$ cat config.mk
export PLATFORM = sky130hd
export DESIGN_NAME = prefl_queue
export DESIGN_NICKNAME = d
export VERILOG_FILES = /design/src/design/prefl_pkg.sv /design/src/design/prefl_queue.sv
export SDC_FILE = /design/constraint.sdc
export NUM_CORES = 1
export LEC_CHECK = 0
export ABC_CLOCK_PERIOD_IN_PS = 14040
export BUFFER_PORTS_ARGS = -buffer_cell sky130_fd_sc_hd__buf_2
export CORE_ASPECT_RATIO = 2
export CORE_MARGIN = 2
export CORE_UTILIZATION = 50
export DETAILED_ROUTE_END_ITERATION = 8
export GPL_TIMING_DRIVEN = 0
export PLACE_DENSITY = 0.78
export SLEW_MARGIN = 25
export SYNTH_ARGS = -nofsm -noshare
export SYNTH_HDL_FRONTEND = slang
export SYNTH_SLANG_ARGS = --single-unit
$ cat constraint.sdc
create_clock -name clk_i -period 14.04 [get_ports clk_i]
set_input_delay 0.702 -clock clk_i [delete_from_list [all_inputs] [get_ports clk_i]]
set_output_delay 0.702 -clock clk_i [all_outputs]
set_load 0.1 [all_outputs]
$ cat src/design/prefl_pkg.sv
package prefl_pkg;

  localparam int CW     = 24;
  localparam int EW     = 25;
  localparam int NW     = 50;
  localparam int HW     = 25;
  localparam int NSQW   = 100;
  localparam int VNW    = 73;
  localparam int SW     = 75;
  localparam int SMW    = 74;
  localparam int PRW    = 124;
  localparam int NUMW   = 128;
  localparam int QW     = 27;
  localparam int RW     = 29;
  localparam int QDEPTH = 2;

  typedef struct packed {
    logic [2:0][CW-1:0] v;
    logic [2:0]         nneg;
    logic [2:0][NW-1:0] nmag;
  } fq_t;

  typedef struct packed {
    logic [2:0][CW-1:0] v;
    logic [2:0]         nneg;
    logic               sneg;
    logic               degen;
  } side_t;

endpackage

$ cat src/design/prefl_queue.sv
module prefl_queue #(
  parameter int Depth = prefl_pkg::QDEPTH
) (
  input  logic           clk_i,
  input  logic           rst_ni,
  input  logic           wr_i,
  input  prefl_pkg::fq_t data_i,
  input  logic           rd_i,
  output prefl_pkg::fq_t data_o,
  output logic           valid_o,
  output logic           full_o
);

  localparam int PtrW = (Depth > 1) ? $clog2(Depth) : 1;
  localparam int CntW = $clog2(Depth + 1);

  prefl_pkg::fq_t  mem_q [Depth];
  logic [PtrW-1:0] wp_q, rp_q;
  logic [CntW-1:0] cnt_q;

  always_ff @(posedge clk_i or negedge rst_ni) begin
    if (!rst_ni) begin
      wp_q  <= '0;
      rp_q  <= '0;
      cnt_q <= '0;
    end else begin
      if (wr_i) begin
        wp_q <= (wp_q == PtrW'(Depth - 1)) ? '0 : wp_q + 1'b1;
      end
      if (rd_i) begin
        rp_q <= (rp_q == PtrW'(Depth - 1)) ? '0 : rp_q + 1'b1;
      end
      cnt_q <= cnt_q + CntW'(wr_i) - CntW'(rd_i);
    end
  end

  always_ff @(posedge clk_i) begin
    if (wr_i) begin
      mem_q[wp_q] <= data_i;
    end
  end

  assign data_o  = mem_q[rp_q];
  assign valid_o = (cnt_q != '0);
  assign full_o  = (cnt_q == CntW'(Depth));

endmodule

# After elaboration in Yosys (flattened, before gate mapping)
# Memory sizes are Yosys's and may differ from the RTL's.
# Index checks and enable logic that the tools add are counted.
# op_classes
eq_ne,1
add_sub_neg,4
mux,4
n_reduce_logical,1
# op_table
operator,n
2-to-1 mux 1 bit,4
"adder 1 bit, second input constant",2
adder 2 x 1 -> 2 bit,1
"equality test 2 bit, second input constant",1
nonzero test 2 bit,1
subtractor 2 x 1 -> 2 bit,1
# word_totals
wordCells,14
register_bits,4
ramBits,450
output_inout_bits,227
n_memories,1
# mem_list
memory,words,word_bits,rd,rd_ports_with_merged_regs,write_ports,line_no,rtl
mem_q,2,225,1,0,1,prefl_queue.sv:17,prefl_pkg::fq_t mem_q [Depth];

# Logic depth before layout (Yosys ltp)
# depth
depth_word,2
depth_mapped,5
depth_no_buf,5

# Worst setup path before layout
# No wires, ideal clock.
# synth_path
path_type,input to register
startpoint,input wr_i
endpoint,memory mem_q[0][0] (netlist name) (enable)
path_stages,1
arrival_ns,10.393
setup_ns,0.841
slack_ns,2.805
path_cell_list,nor2b_1
# synth_between
elab_chain_cells,2
# synth_lines
item,line_no,rtl
from (decl),prefl_queue.sv:6,"input logic wr_i,"
2-to-1 mux 1 bit,prefl_queue.sv:38,if (wr_i) begin
2-to-1 mux 1 bit (implied by the code),prefl_queue.sv:39,mem_q[wp_q] <= data_i;
to (decl),prefl_queue.sv:17,
# No other way between the ends.

==> reports/results.ini <==
[flow_run]
timing.max_cap.violations = 0

[routing]
drc = 0
routed-wl-met3_um = 2190
totalWireLength_um = 35600
wl_met2_um = 20600
count_of_vias_placed_by_the_detailed_router = 8625
drt-wirelength-per-cell_um = 20.9
postRouteAntennaNets = 0
vias_per_cell = 5.06
top_routing_layer_in_use = met5
detail_route.wirelength.met1_um = 11200
number_of_detailed_routing_iterations_run_before_antenna_repair = 6
drtIter0Drc = 404

[cts]
clockBufferDepth = 3
cts.root.buffer_cell = clkbuf_16
cts_hold_buffers = 1
cts-resized-gates = 0
insertion_delay_ns = 0.53
htree_levels = 2
clock_tree_from_tritoncts = yes
cts_buffers = 38
cts.sinks = 454
cts.repair_timing.setup_buffer_count = 0
clk_pin_slew_worst_paths_ns = 0.07

[timing]
clock_skew_ns = 0.0173
finalHoldViolations = 0
setup-tns-final_ns = 0
worst_slew_margin_rel_pct = 64.3
timing.final.crit_share_pct = 19.9
unrepaired_setup_endpoints_after_global_routing = false
tightestPinTransition_ns = 0.535
finalWorstPathRequiredPeriod_ns = 2.79
hold_ws_ns = 0.358
finalSetupViolCount = 0
fmax_ghz = 0.358
postLayoutSetupSlackWorst_ns = 11.25
slew_violations = 0

[logic_synthesis]
yosysWarningCount = 0
synth.top_cells.by_area = edfxtp_1, mux2_4, mux2_2
largest_family_of_logic_cells_by_synthesized_area = multiplexers
synth.lib_cells_used.distinct = 13
synthXorXnorAreaFrac_pct = 0.243
yosys.area_share.adder_pct = 0.147
synth_area_leader_cell = edfxtp_1
synth_simple_gate_area_share_pct = 0.147
yosysSeqAreaShare_pct = 80.1
synth.avg_cell_area_sq_um = 23.8
synth_seq_cells = 454
synth.net_count = 946
synth.cell_area_sq_um = 17000
post_synth_mux_area_share_pct = 18.0
synthDominantCellAreaShare_pct = 79.5
postSynthCellCount = 715
compound_cell_area_share_of_the_yosys_netlist_pct = 0

[placement]
hpwl_um = 26500
worst_setup_slack_post_dpl_ns = 11.57
numPlacedInstances = 1623
routabilityCongestion = 0.784
buffer_ports.inserted = 455

[setup_path]
critPathKind = reg2out
critPathRequiredTime_ns = 13.34
timing.critical_path.slowest_cell_delay_ns = 0.34
critPathTopFamily = buffers and inverters
cpMostUsedCell = buf_6
sequence_of_cells_on_the_critical_path = buf_6 > buf_6 > buf_6 > mux2_4 > buf_2
timing.critical_path.fanout_max = 10
worstSetupStartpointType = flip-flop
worstPathArrival_ns = 2.09
cp_num_buf_inv = 4
critical_path.slowest_cell = dfrtp_1
worstSetupEndpointType = primary output

[finish]
final_common_cell = buf_2
area.growth.synth_to_final_pct = 26.6
drive_gt1_share_pct = 62.1
final_net_count = 1459
final_cell_count_no_fill = 1704
most-common-layout-cells = buf_2, edfxtp_1, mux2_4

[floorplanning]
die_height_um = 265
core-area_sq_um = 33500
initial_cell_density_of_the_core_pct = 50.7
number_of_top_level_pins = 456
rows = 95
die_footprint_sq_um = 35600
die_x_um = 134

[status]
status = completed

[global_route]
grtUsageTotal_pct = 19.8
grt_antenna_before_repair = 14
pin_count_of_the_biggest_net_entering_global_routing = 52
grt_pass1_vias = 9421
wire_length_of_the_first_global_routing_pass_um = 52800
congestion_overflow_gr = 0

[hold_path]
worst_hold_path_type = in2reg

sequential cells by signal, indices dropped and copies added, names as in the netlist:
| signal | flops |
|---|---|
| mem_q | 450 |
| cnt_q | 2 |
| rp_q | 1 |
| wp_q | 1 |
metrics by stage:
stage	area [sq um]	utilization [%]
after floorplan	17000	-
after global placement	19800	59.1
after detailed placement	20300	60.4
after CTS	21500	64.1
after global routing	21500	64.2
final	21500	64.2
routing by layer:
layer,global-route usage [%],vias to the layer above
li1,-,3902
met1,19.0,4272
met2,38.3,350
met3,4.23,95
met4,10.5,6
met5,0,-
synth_stat cells:
cell      instances
edfxtp_1        450
mux2_4          140
mux2_2           85
buf_6            17
buf_2             8
dfrtp_1           4
ha_1              2
inv_1             2
nor2b_1           2
xor2_1            2
and2_1            1
or2_2             1
xor3_1            1
area by class of cell:
type | instances | area [sq um]
Inverter | 2 | 7.51
Sequential cell | 454 | 13600
Fill cell | 2371 | 12000
Buffer | 25 | 231
Multi-Input combinational cell | 234 | 3160
Clock buffer | 49 | 1060
Clock inverter | 20 | 171
Antenna cell | 11 | 27.5
Timing Repair Buffer | 473 | 2710
Tap cell | 436 | 546
worst register-to-register path: cells and delay by family (launching register included):
kind / cells / cell delay, ns
DFF: 1 / 0.43
buffers and inverters: 4 / 0.82
and+or+nand+nor: 1 / 0.47
final timing paths:
| path | start | endpoint | slack, ns | cells past startpoint |
|---|---|---|---|---|
| setup / recovery | rp_q | data_o[117] | 11.25 | 5 |
| hold / removal | data_i[79] | mem_q[0][79] | 0.36 | 1 |
| setup reg to reg | wp_q | mem_q[0][15] | 12.03 | 5 |
| hold reg to reg | wp_q | wp_q | 0.56 | 1 |
| max in group asynchronous | rst_ni | cnt_q[1] | 13.38 | 2 |
| min in group asynchronous | rst_ni | cnt_q[0] | 0.53 | 2 |
cells by family after synthesis:
group	after synthesis
DFF	454
muxes	225
buffers and inverters	27
and+or+nand+nor	4
xor gates and xnor gates	3
adders and majority gates	2
Power is left out: the tool's default activity adds up to more than one toggle a clock period on the data nets, which glitch-free logic cannot reach.
